`config.mk`:
```
export PLATFORM = sky130hd
export DESIGN_NAME = rsvm_front
export DESIGN_NICKNAME = d
export VERILOG_FILES = /design/src/rtl/rsvm_pkg.sv /design/src/rtl/rsvm_front.sv
export SDC_FILE = /design/constraint.sdc
export NUM_CORES = 1
export LEC_CHECK = 0
export BUFFER_PORTS_ARGS = -buffer_cell sky130_fd_sc_hd__buf_2
export CORE_MARGIN = 5
export CORE_UTILIZATION = 45
export DETAILED_ROUTE_END_ITERATION = 6
export PLACE_DENSITY = 0.7
export SLEW_MARGIN = 0
export SYNTH_ARGS = -nofsm -noshare
export SYNTH_HDL_FRONTEND = slang
export SYNTH_SLANG_ARGS = --single-unit
```
`constraint.sdc`:
```
create_clock -name clk -period 3.26 [get_ports clk]
set_input_delay 0 -clock clk [delete_from_list [all_inputs] [get_ports clk]]
set_output_delay 0 -clock clk [all_outputs]
set_load 0.01 [all_outputs]
```
`src/rtl/rsvm_pkg.sv`:
```
// shared types, codes and helpers for the register stack vm execute block
`default_nettype none
package rsvm_pkg;

  localparam int unsigned StackDepthDefault = 1024;

  localparam logic [15:0] RegFirst = 16'd32768;
  localparam logic [15:0] RegLast  = 16'd32775;

  localparam logic [2:0] ST_OK     = 3'd0;
  localparam logic [2:0] ST_HALT   = 3'd1;
  localparam logic [2:0] ST_UNIMPL = 3'd2;
  localparam logic [2:0] ST_BADREG = 3'd3;
  localparam logic [2:0] ST_RANGE  = 3'd4;
  localparam logic [2:0] ST_UNDER  = 3'd5;
  localparam logic [2:0] ST_OVER   = 3'd6;

  localparam logic [14:0] OP_HALT = 15'd0;
  localparam logic [14:0] OP_SET  = 15'd1;
  localparam logic [14:0] OP_PUSH = 15'd2;
  localparam logic [14:0] OP_POP  = 15'd3;
  localparam logic [14:0] OP_EQ   = 15'd4;
  localparam logic [14:0] OP_GT   = 15'd5;
  localparam logic [14:0] OP_JMP  = 15'd6;
  localparam logic [14:0] OP_JT   = 15'd7;
  localparam logic [14:0] OP_JF   = 15'd8;
  localparam logic [14:0] OP_ADD  = 15'd9;
  localparam logic [14:0] OP_AND  = 15'd12;
  localparam logic [14:0] OP_OR   = 15'd13;
  localparam logic [14:0] OP_NOT  = 15'd14;
  localparam logic [14:0] OP_OUT  = 15'd19;
  localparam logic [14:0] OP_NOOP = 15'd21;

  // operand word classification
  typedef struct packed {
    logic        is_reg;
    logic        bad;
    logic [2:0]  rnum;
    logic [14:0] lit;
  } opnd_t;

  // classified word passed from front to back
  typedef struct packed {
    opnd_t op;
    opnd_t a;
    opnd_t b;
    opnd_t c;
  } instr_t;

  function automatic opnd_t classify(input logic [15:0] w);
    opnd_t o;
    o.is_reg = (w >= RegFirst) && (w <= RegLast);
    o.bad    = (w > RegLast);
    o.rnum   = w[2:0];
    o.lit    = w[14:0];
    return o;
  endfunction

endpackage
`default_nettype wire

```
`src/rtl/rsvm_front.sv`:
```
// front end: accepts instruction words, classifies operands into a small queue
`default_nettype none
module rsvm_front
  import rsvm_pkg::*;
(
  input  wire logic        clk,
  input  wire logic        rst_n,
  input  wire logic        in_push,
  output logic             in_full,
  input  wire logic [15:0] in_opcode_word,
  input  wire logic [15:0] in_operand_a,
  input  wire logic [15:0] in_operand_b,
  input  wire logic [15:0] in_operand_c,
  output logic             q_valid,
  output instr_t           q_data,
  input  wire logic        q_take
);

  // two entry queue
  instr_t   mem_r [2];
  logic     wp_r, rp_r, wp_nxt, rp_nxt;
  logic [1:0] cnt_r, cnt_nxt;
  logic     wr, rd;

  assign in_full = (cnt_r == 2'd2);
  assign wr      = in_push && !in_full;
  assign q_valid = (cnt_r != 2'd0);
  assign rd      = q_take && q_valid;
  assign q_data  = mem_r[rp_r];

  always_comb begin
    wp_nxt  = wr ? ~wp_r : wp_r;
    rp_nxt  = rd ? ~rp_r : rp_r;
    cnt_nxt = cnt_r + {1'b0, wr} - {1'b0, rd};
  end

  always_ff @(posedge clk) begin
    if (!rst_n) begin
      wp_r  <= 1'b0;
      rp_r  <= 1'b0;
      cnt_r <= 2'd0;
    end else begin
      wp_r  <= wp_nxt;
      rp_r  <= rp_nxt;
      cnt_r <= cnt_nxt;
    end
  end

  always_ff @(posedge clk) begin
    if (wr) begin
      mem_r[wp_r] <= '{op: classify(in_opcode_word), a: classify(in_operand_a),
                       b: classify(in_operand_b), c: classify(in_operand_c)};
    end
  end

endmodule
`default_nettype wire

```
Word level (Yosys, flattened, before mapping)
Memories as Yosys holds them, arrays and structs flattened. A register that Yosys moved wholly into a read port is not among the register bits.
Index checks and enable logic that the tools add are counted.
W data, S select, Z words.

word-level totals
  output and inout bits = 82
  input port bits = 68
  memory bits (read-only) = 0
  bits in latches = 0
  memories kept = 1
  memory bits (writable) = 160
  register bits = 4

operators by class
  shifts and indexed selects = 0
  bitwise gates (word level) = 2
  $mul = 0
  reduce and logical (&&, ||, !) cells = 8
  muxes and demuxes = 4
  divide/modulo/power cells = 0
  $lt $le $gt $ge = 12
  equal/unequal tests = 1
  $add $sub $neg = 2

memories
  name   words  bits a word  rd ports  clocked after memory_dff  write ports  line              text
  mem_r  2      80           1         1                         1            rsvm_front.sv:20  instr_t mem_r [2];

operator list
  kind                    count
  $ge A16 B16 Y1 const B  4
  $gt A16 B16 Y1 const B  4
  $le A16 B16 Y1 const B  4
  $logic_and A1 B1 Y1     6
  $mux W1                 4
  $add A2 B1 Y2           1
  $eq A2 B2 Y1 const B    1
  $not A1 Y1              2
  $reduce_bool A2 Y1      1
  $sub A2 B1 Y2           1
  $logic_not A1 Y1        1

Depth between registers and ports, before layout
Gate-level depths: netlist of run 1.

  word-level depth = 5
  gate-level depth with buffers = 8

Worst setup path after synthesis of run 1
No wires, ideal clock.

  path type = register to register
  start point = register cnt_r[0]
  end point = memory mem_r[0][10] (netlist name), enable pin
  setup slack = 0.653 ns
  clock period less this slack = 2.607 ns
  path buffers = 0
  arrival = 2.185 ns
  cell stages (with the launch flop) = 5
  path through = dfxtp_1 -> nand2b_2 -> inv_2 -> or3_1 -> inv_1

on the way
  cells in the longest elaborated chain, start to end = 5

ends and longest elaborated chain
  what                           line              text
  start: declaration             rsvm_front.sv:22  logic [1:0] cnt_r, cnt_nxt;
  start signal: assignment       rsvm_front.sv:45  cnt_r <= cnt_nxt;
  $eq A2 B2 Y1                   rsvm_front.sv:25  assign in_full = (cnt_r == 2'd2);
  via in_full                    rsvm_front.sv:9   output logic in_full,
  $logic_not A1 Y1               rsvm_front.sv:26  assign wr = in_push && !in_full;
  $logic_and A1 B1 Y1            rsvm_front.sv:26
  $mux W1                        rsvm_front.sv:50  if (wr) begin
  $mux W1 (not written as such)  rsvm_front.sv:51  mem_r[wp_r] <= '{op: classify(in_opcode_word), a: classify(in_operand_a),
  end: declaration               rsvm_front.sv:20

The timed path passes the listed nets, and every way through them passes these cells.

Final worst setup path of run 1
  start point = register cnt_r[0]
  end point = memory mem_r[0][10] (netlist name), enable pin

on the way
  cells in the longest elaborated chain, start to end = 5

ends and longest elaborated chain
  what                           line
  $eq A2 B2 Y1                   rsvm_front.sv:25
  $logic_not A1 Y1               rsvm_front.sv:26
  $logic_and A1 B1 Y1            rsvm_front.sv:26
  $mux W1                        rsvm_front.sv:50
  $mux W1 (not written as such)  rsvm_front.sv:51

Every way passes these cells.

==> results of run 1 <==
-- worst max path at each step --
stage	from	endpoint	slack, ns	cells past startpoint
finish	cnt_r[0]	mem_r[0][10]	1.10	5
global route	cnt_r[0]	mem_r[0][10]	0.94	5
CTS	cnt_r[0]	mem_r[0][10]	1.08	5
detailed placement	cnt_r[0]	mem_r[0][10]	1.10	5
global placement	cnt_r[0]	mem_r[0][11]	1.15	5
floorplan	cnt_r[0]	mem_r[0][10]	0.65	4
-- power by group through the flow --
stage | clock network, mW | registers (mW) | logic [mW]
2_1_floorplan | 0 | 2.41 | 1.05
3_3_place_gp | 0 | 2.55 | 1.34
3_5_place_dp | 0 | 2.56 | 1.35
4_1_cts | 2.16 | 2.53 | 1.42
5_1_grt | 2.24 | 2.55 | 1.53
6_report | 2.12 | 2.52 | 1.41
-- kinds of logic (layout without fill, tap and decap cells) --
kind of cell    after synthesis  after routing  synth area share [%]
fa+ha+maj                     2              2                 0.457
flops                       141            141                  76.4
buf+inv                      29            257                  3.59
compound gates                7              7                 0.777
simple gates                 31             31                  3.11
mux                          68             68                  15.4
xor+xnor                      2              2                 0.320
-- final cells by class --
type,count,area (um2)
clock buffers,19,433
clock inverters,12,219
inverters,9,33.8
flip-flops and latches,141,4190
multi-input cells,110,1100
well taps,147,184
fillers,834,4380
repair buffers,217,1420
-- metal layers --
layer  global-route usage, %  vias up  part of all wire (%)
li1                        -     1516                     -
met4                    5.81        0                   1.6
met1                    18.3     1540                    39
met2                    27.5      133                    52
met3                    6.08       17                   7.8
met5                       0        -                     0
-- registers in the layout, summed over array words and instances, names as in the netlist, named ones only --
| register | count |
|---|---|
| wp_r | 1 |
| cnt_r | 2 |
| rp_r | 1 |
| mem_r | 136 |
-- critical path: stages (launching register included) --
cell and delay, ns:
sky130_fd_sc_hd__dfxtp_1 0.38, sky130_fd_sc_hd__nand2b_2 0.17, sky130_fd_sc_hd__inv_2 0.04, sky130_fd_sc_hd__or3_1 0.34, sky130_fd_sc_hd__inv_2 0.48, sky130_fd_sc_hd__buf_4 0.41
-- cell usage after synthesis, drive strengths merged --
library cell,count
inv,9
nor2,7
and2,2
xnor2,1
or3,1
nand3,4
nor4,12
buf,20
and3,1
nand2b,1
edfxtp,136
o21ai,1
mux2,68
a31oi,4
nor3,1
or2,1
xor2,1
a21oi,1
ha,2
nand2,1
o21a,1
dfxtp,5
-- stage by stage --
stage / util (%) / instances / hold slack, ns / worst slack (ns)
finish: 63.4 / 655 / 0.0427 / 1.10
global route: 63.4 / 655 / 0.0464 / 0.944
CTS: 63.4 / 655 / 0.00284 / 1.08
detailed placement: 52.4 / 558 / 0.193 / 1.10
global placement: 52.4 / 558 / 0.190 / 1.15
floorplan: - / 280 / 0.0989 / 0.653
==> run summary, run 1 <==
The power density of the placed cells is 798 mW/mm2. The count of unique library cells instantiated by Yosys was 27. The switching power share of the total is 25.9%, and the residual antenna-violating net count after detailed routing is 0. The synthesis-to-layout area growth is 38.4%. The share of cells above drive strength 1 works out to 49.8%. The run gives 0.769 as the final weighted congestion in routability-driven placement. For this run, the top clock speed supported by timing is 0.463 GHz.

The launch point of the worst hold path is q_take. For the worst setup path, the data arrival time is 2.25 ns. Sorting the synthesized cells by area gives the leading types as sky130_fd_sc_hd__edfxtp_1, sky130_fd_sc_hd__mux2_2, sky130_fd_sc_hd__mux2_4.

The floorplan step defined a die boundary enclosing 0.0145 mm2. Via count of the first global-routing pass: 3,326. The worst register-to-register path begins at cnt_r[0].

The repair_antennas step left the layout with diodes totalling 0. In the layout the commonest cells are sky130_fd_sc_hd__buf_2, sky130_fd_sc_hd__edfxtp_1, sky130_fd_sc_hd__dlygate4sd3_1. The run gives 0.00627 mm2 as the instance area after placement.

The clock drives 141 sinks. For the number of pins with negative max-slew slack in the final report, the log shows 0. The count of synthesis-stage warnings from yosys came out at 0. For this run, the register share of the synthesized area comes to 76.4%.

STA classifies the critical path startpoint as a flop. The first global-routing pass estimated 17,400 um of wire. Detailed placement ended at an HPWL of 6920 um. The core region area is 0.0120 mm2, and the fraction of power consumed by combinational cells is 23.3%. For the summed area of non-filler cells in the final layout, the log shows 0.00758 mm2. TritonCTS built the clock tree.

For the register-to-register setup slack, the log shows 1.10 ns. Across the VDD grid, the largest voltage drop is 0.750 mV. For the overall track demand over capacity in global routing, the log shows 16.0%. The library cell used as clock root buffer was sky130_fd_sc_hd__clkbuf_16. The share of synthesized area in the top cell type comes to 74.6%. Summing internal, switching and leakage power gives 6.05 mW. The cell depth of the worst min-delay path works out to 4. Clock-pin slew on the worst setup and hold paths: 0.06 ns. Clock skew on the completed layout was measured at 0.00654 ns. The number of cells on the worst reg-to-reg path is 5.

When the netlist entered floorplanning its net count stood at 350. For this block, the routed nets add up to 11,300 um of wire. Dividing the detail-routed wire length by the instance count gives 17.2 um. Setup repair after global routing left no endpoint under its margin. In this run the deepest clock path goes through 2 buffers.

Along the worst path, the maximum fanout reaches 27. Per report_power, the sequential group accounts for 41.7% of the total. The later pin in the worst-skew pair is clocked with a latency of 0.42 ns. After global routing the overflow that remains totals 0.

The post-synthesis cell count came out at 280. Number of antenna violations at the first check in global routing: 0. The height of the die is 120 um, and the largest net degree at the start of global routing is 69. The clock period could shrink to 2.16 ns. The end of the worst register-to-register path was mem_r[0][10]. The die is 120 um wide. Clock power share: 35.0%.

Averaged over all synthesized cells, the footprint is 19.6 um2. The path class of the tightest hold or removal check is in -> reg. The synthesized cell area was 0.00548 mm2; the max-capacitance violation count was 0. Capturing element type of the critical path: a flop. The total clock buffers created by CTS was 17.

In this run, the number of DRC markers left after iteration 0 of detailed routing was 196. Library cell occupying the most area in the post-synthesis netlist: sky130_fd_sc_hd__edfxtp_1. For the final routed database, the setup TNS stands at 0 ns. For this design, the CTS-stage hold fixing added 66 buffers.

The worst hold path terminates at rp_r. The first detailed-routing pass ran for 4 iterations. The number of top-level pins came out at 150. The analysis attributes to net switching a power of 1.57 mW.

The tools report the relative slew slack as 30.5%. Initial cell density of the core: 45.8%. The ratio of final minimum period to clock period was 66.2%; the port buffer count was 149. The detailed router placed 3,206 vias in this run. Setup violations remaining at the end of the flow were counted as 0.

Path type of the worst setup path: reg -> reg. The actual transition at the worst max-transition pin is 1.04 ns, and the required arrival time at the worst endpoint is 3.35 ns. Leaving out fill and tap cells, the most frequent cell in the layout is sky130_fd_sc_hd__buf_2. The flow ran to the end, and the final reports show no timing, DRC or antenna violations. The final count of hold timing violations was 0; the number of synthesized register bits was 141.

In the routed design, unresolved DRC markers number 0. Number of vias per cell after detailed routing: 4.89. After clock tree synthesis, the setup repair step added 0 buffers. The run gives 4 as the maximum level of the CTS H-tree. The initialized floorplan defines 40 standard-cell rows. The post-cts resize count was 0; the final net count was 566. The internal power of the cells totals 4.48 mW.

Summed over all cells, the static leakage comes to 2.96 nW.
Note: power is estimated with default switching activity, not from simulation.
==> run 2, diff against run 1 <==
clock period = 2.1 ns   (was 3.26 ns; I/O delays follow)
==> run summary, run 2 (same netlist as run 1, synthesis figures left out) <==
The run finished with clean final reports. The logs give 0 ns (unchanged) for the sum of negative setup slack and 0 (unchanged) for the residual antenna-violating net count after detailed routing. The clock insertion delay at the later pin of the skew report was 0.41 ns (about the same). The ratio of final minimum period to clock period is 86.0%.

The instance area after placement was 0.00636 mm2 (+1.5%); the register-to-register setup slack was 0.39 ns (-0.71 ns). Floorplan die area: 0.0145 mm2 (unchanged). The kind of start point of the critical path was a flop.

In this run the critical register-to-register path is captured at mem_r[0][7]. The cell depth of the worst min-delay path came out at 4 (unchanged). The startpoint identified for the worst register-to-register timing path is cnt_r[0]. The post-layout minimum cycle time was 1.81 ns. Setup repair after global routing left no endpoint under its margin. The maximum level of the CTS H-tree is 4 (unchanged), and the clock-pin slew on the worst setup and hold paths is 0.06 ns (about the same).

TritonCTS built the clock tree. The synthesis-to-layout area growth came out at 39.2%. The logs give 43 (-38%) for the largest net degree at the start of global routing and 0 (unchanged) for the number of antenna violations at the first check in global routing.

The power density of the placed cells works out to 1200 mW/mm2 (+50%). The initial cell density of the core was 45.8% (unchanged). The post-placement worst setup slack is 0.399 ns (-0.701 ns).

The number of setup violations in the final report was 0 (unchanged); the core region area was 0.0120 mm2 (unchanged). The mean routed wirelength per cell works out to 16.7 um (-2.8%). The site row count is 40 (unchanged). Leaving out fill and tap cells, the most frequent cell in the layout is sky130_fd_sc_hd__buf_2. For the number of search-and-repair iterations in the first detailed-routing pass, the log shows 4 (unchanged). The total via count in the routed design came out at 3,238 (+1.0%). The summed area of non-filler cells in the final layout is 0.00762 mm2 (+0.56%), and the count of inserted antenna diode cells is 0 (unchanged). The relative slew slack was 60.6% (+30 points).

The worst clock skew was 0.00536 ns (-0.00118 ns); the overall track demand over capacity in global routing was 15.7% (-0.29 points). Final wirelength: 11,100 um (-2.0%). The number of vias per cell after detailed routing came out at 4.90 (about the same). In this run the most critical hold path is launched from q_take. The die span in x came out at 120 um (unchanged). For the arrival time at the worst endpoint, the log shows 1.81 ns (-0.44 ns). Derived from the worst setup path, the maximum achievable clock frequency is 0.553 GHz.

The tree is rooted in a sky130_fd_sc_hd__clkbuf_16. The final weighted congestion in routability-driven placement is 0.745 (-3.1%). The height of the die came out at 120 um (unchanged). The port buffer count was 149 (unchanged); the post-cts resize count was 0 (unchanged). The depth of the worst register-to-register path was 5 (unchanged); the flip-flop count of the largest register, all copies and words added was 136 (unchanged). The tools report the number of top-level pins as 150 (unchanged). The clock sink count was 141 (unchanged). The required arrival time at the worst endpoint was 2.10 ns (-1.25 ns); the violation count after the first detailed-route iteration was 150 (-23%). The number of pins with negative max-slew slack in the final report is 0 (unchanged).

Final count of hold timing violations: 0 (unchanged). The register with the most flip-flops is mem_r. The share of cells above drive strength 1 is 50.8% (+0.98 points), and the peak ir drop on the vdd network is 0.699 mV (-6.8%). The utilization after layout is 63.7% (+0.36 points). The overall power of the completed layout came out at 9.11 mW (+51%). The wire length of the first global-routing pass came out at 17,400 um (-0.40%). The remaining routing DRC violations was 0 (unchanged); the final net count was 571 (+0.88%).

The actual transition at the worst max-transition pin is 0.585 ns (-0.457 ns), and the sum of overflow across all layers after global routing is 0 (unchanged). The top cell types in the final layout, fill and taps aside, are sky130_fd_sc_hd__buf_2, sky130_fd_sc_hd__edfxtp_1, sky130_fd_sc_hd__dlygate4sd3_1. In the final layout, the registers with the most flip-flops are mem_r x136, cnt_r x2. The maximum count of clock buffers along a single path is 2 (unchanged).

The run gives 0.293 ns (-0.807 ns) as the worst path setup slack after routing. The cell leakage power is 2.95 nW (-0.36%), and the placed wire-length estimate is 7130 um (+3.0%). The via count of the first global-routing pass was 3,471 (+4.4%); the filler cell count was 848 (+1.7%). STA classifies the critical path endpoint as a primary output. The tightest min-delay check is of the in -> reg type.

The path type of the worst setup path was reg -> out. The total clock buffers created by CTS was 17 (unchanged). The maximum fanout along the worst path was 19 (-30%). The max-capacitance violation count was 0 (unchanged).
-- run 2: cell types whose count changed in the layout (fill, tap and decap cells not counted), sizes merged --
| cell | before | now |
|---|---|---|
| bufinv | 6 | 3 |
| buf | 151 | 156 |
| clkinvlp | 1 | 8 |
| clkbuf | 19 | 17 |
| clkinv | 5 | 4 |
-- run 2: worst max path at each step --
| stage | start | endpoint | slack, ns | cells after the start |
|---|---|---|---|---|
| after floorplan | cnt_r[0] | mem_r[0][10] | 0.04 | 4 |
| after global placement | cnt_r[0] | mem_r[0][15] | 0.45 | 5 |
| after detailed placement | cnt_r[0] | mem_r[0][17] | 0.40 | 5 |
| after CTS | flop | q_data[61] | 0.24 | 3 |
| after global routing | flop | q_data[61] | 0.19 | 3 |
| final | flop | q_data[61] | 0.29 | 3 |
-- run 2: report_power, final --
part / internal, mW / leakage, nW / switching, mW / total [mW]
clock: 1.86 / 0.269 / 1.09 / 2.95
combinational: 1.21 / 1.36 / 1.21 / 2.42
sequential: 3.58 / 1.32 / 0.162 / 3.75
-- run 2: cell type report --
type / instances / area [um2] / area share (%)
Clock buffer: 17 / 425 / 5.58
Sequential cell: 141 / 4190 / 54.9
Timing Repair Buffer: 222 / 1510 / 19.8
Tap cell: 147 / 184 / 2.41
Clock inverter: 15 / 173 / 2.27
Multi-Input combinational cell: 110 / 1110 / 14.5
Inverter: 9 / 37.5 / 0.492
-- run 2: layer usage --
layer	vias to the layer above	global-route usage (%)	wire length [um]
li1	1529	-	-
met1	1573	18.4	4540
met2	126	26.7	5660
met3	10	5.71	776
met4	0	5.74	90
met5	-	0	0
-- run 2: what timing repair did --
action                                 CTS  global route
setup buffers                            0             0
endpoints found under the hold margin  141             0
hold buffers                            66             0
-- run 2: stage by stage --
step / hold slack (ns) / std cells
2_1_floorplan: 0.0989 / 280
3_3_place_gp: 0.190 / 563
3_5_place_dp: 0.195 / 563
4_1_cts: 0.00310 / 661
5_1_grt: 0.0630 / 661
6_report: 0.0318 / 661
-- run 2: worst max-delay path, stage by stage, from the launching register on --
cell                      delay (ns)
sky130_fd_sc_hd__dfxtp_4        0.53
sky130_fd_sc_hd__buf_4          0.34
sky130_fd_sc_hd__mux2_2         0.38
sky130_fd_sc_hd__buf_2          0.14
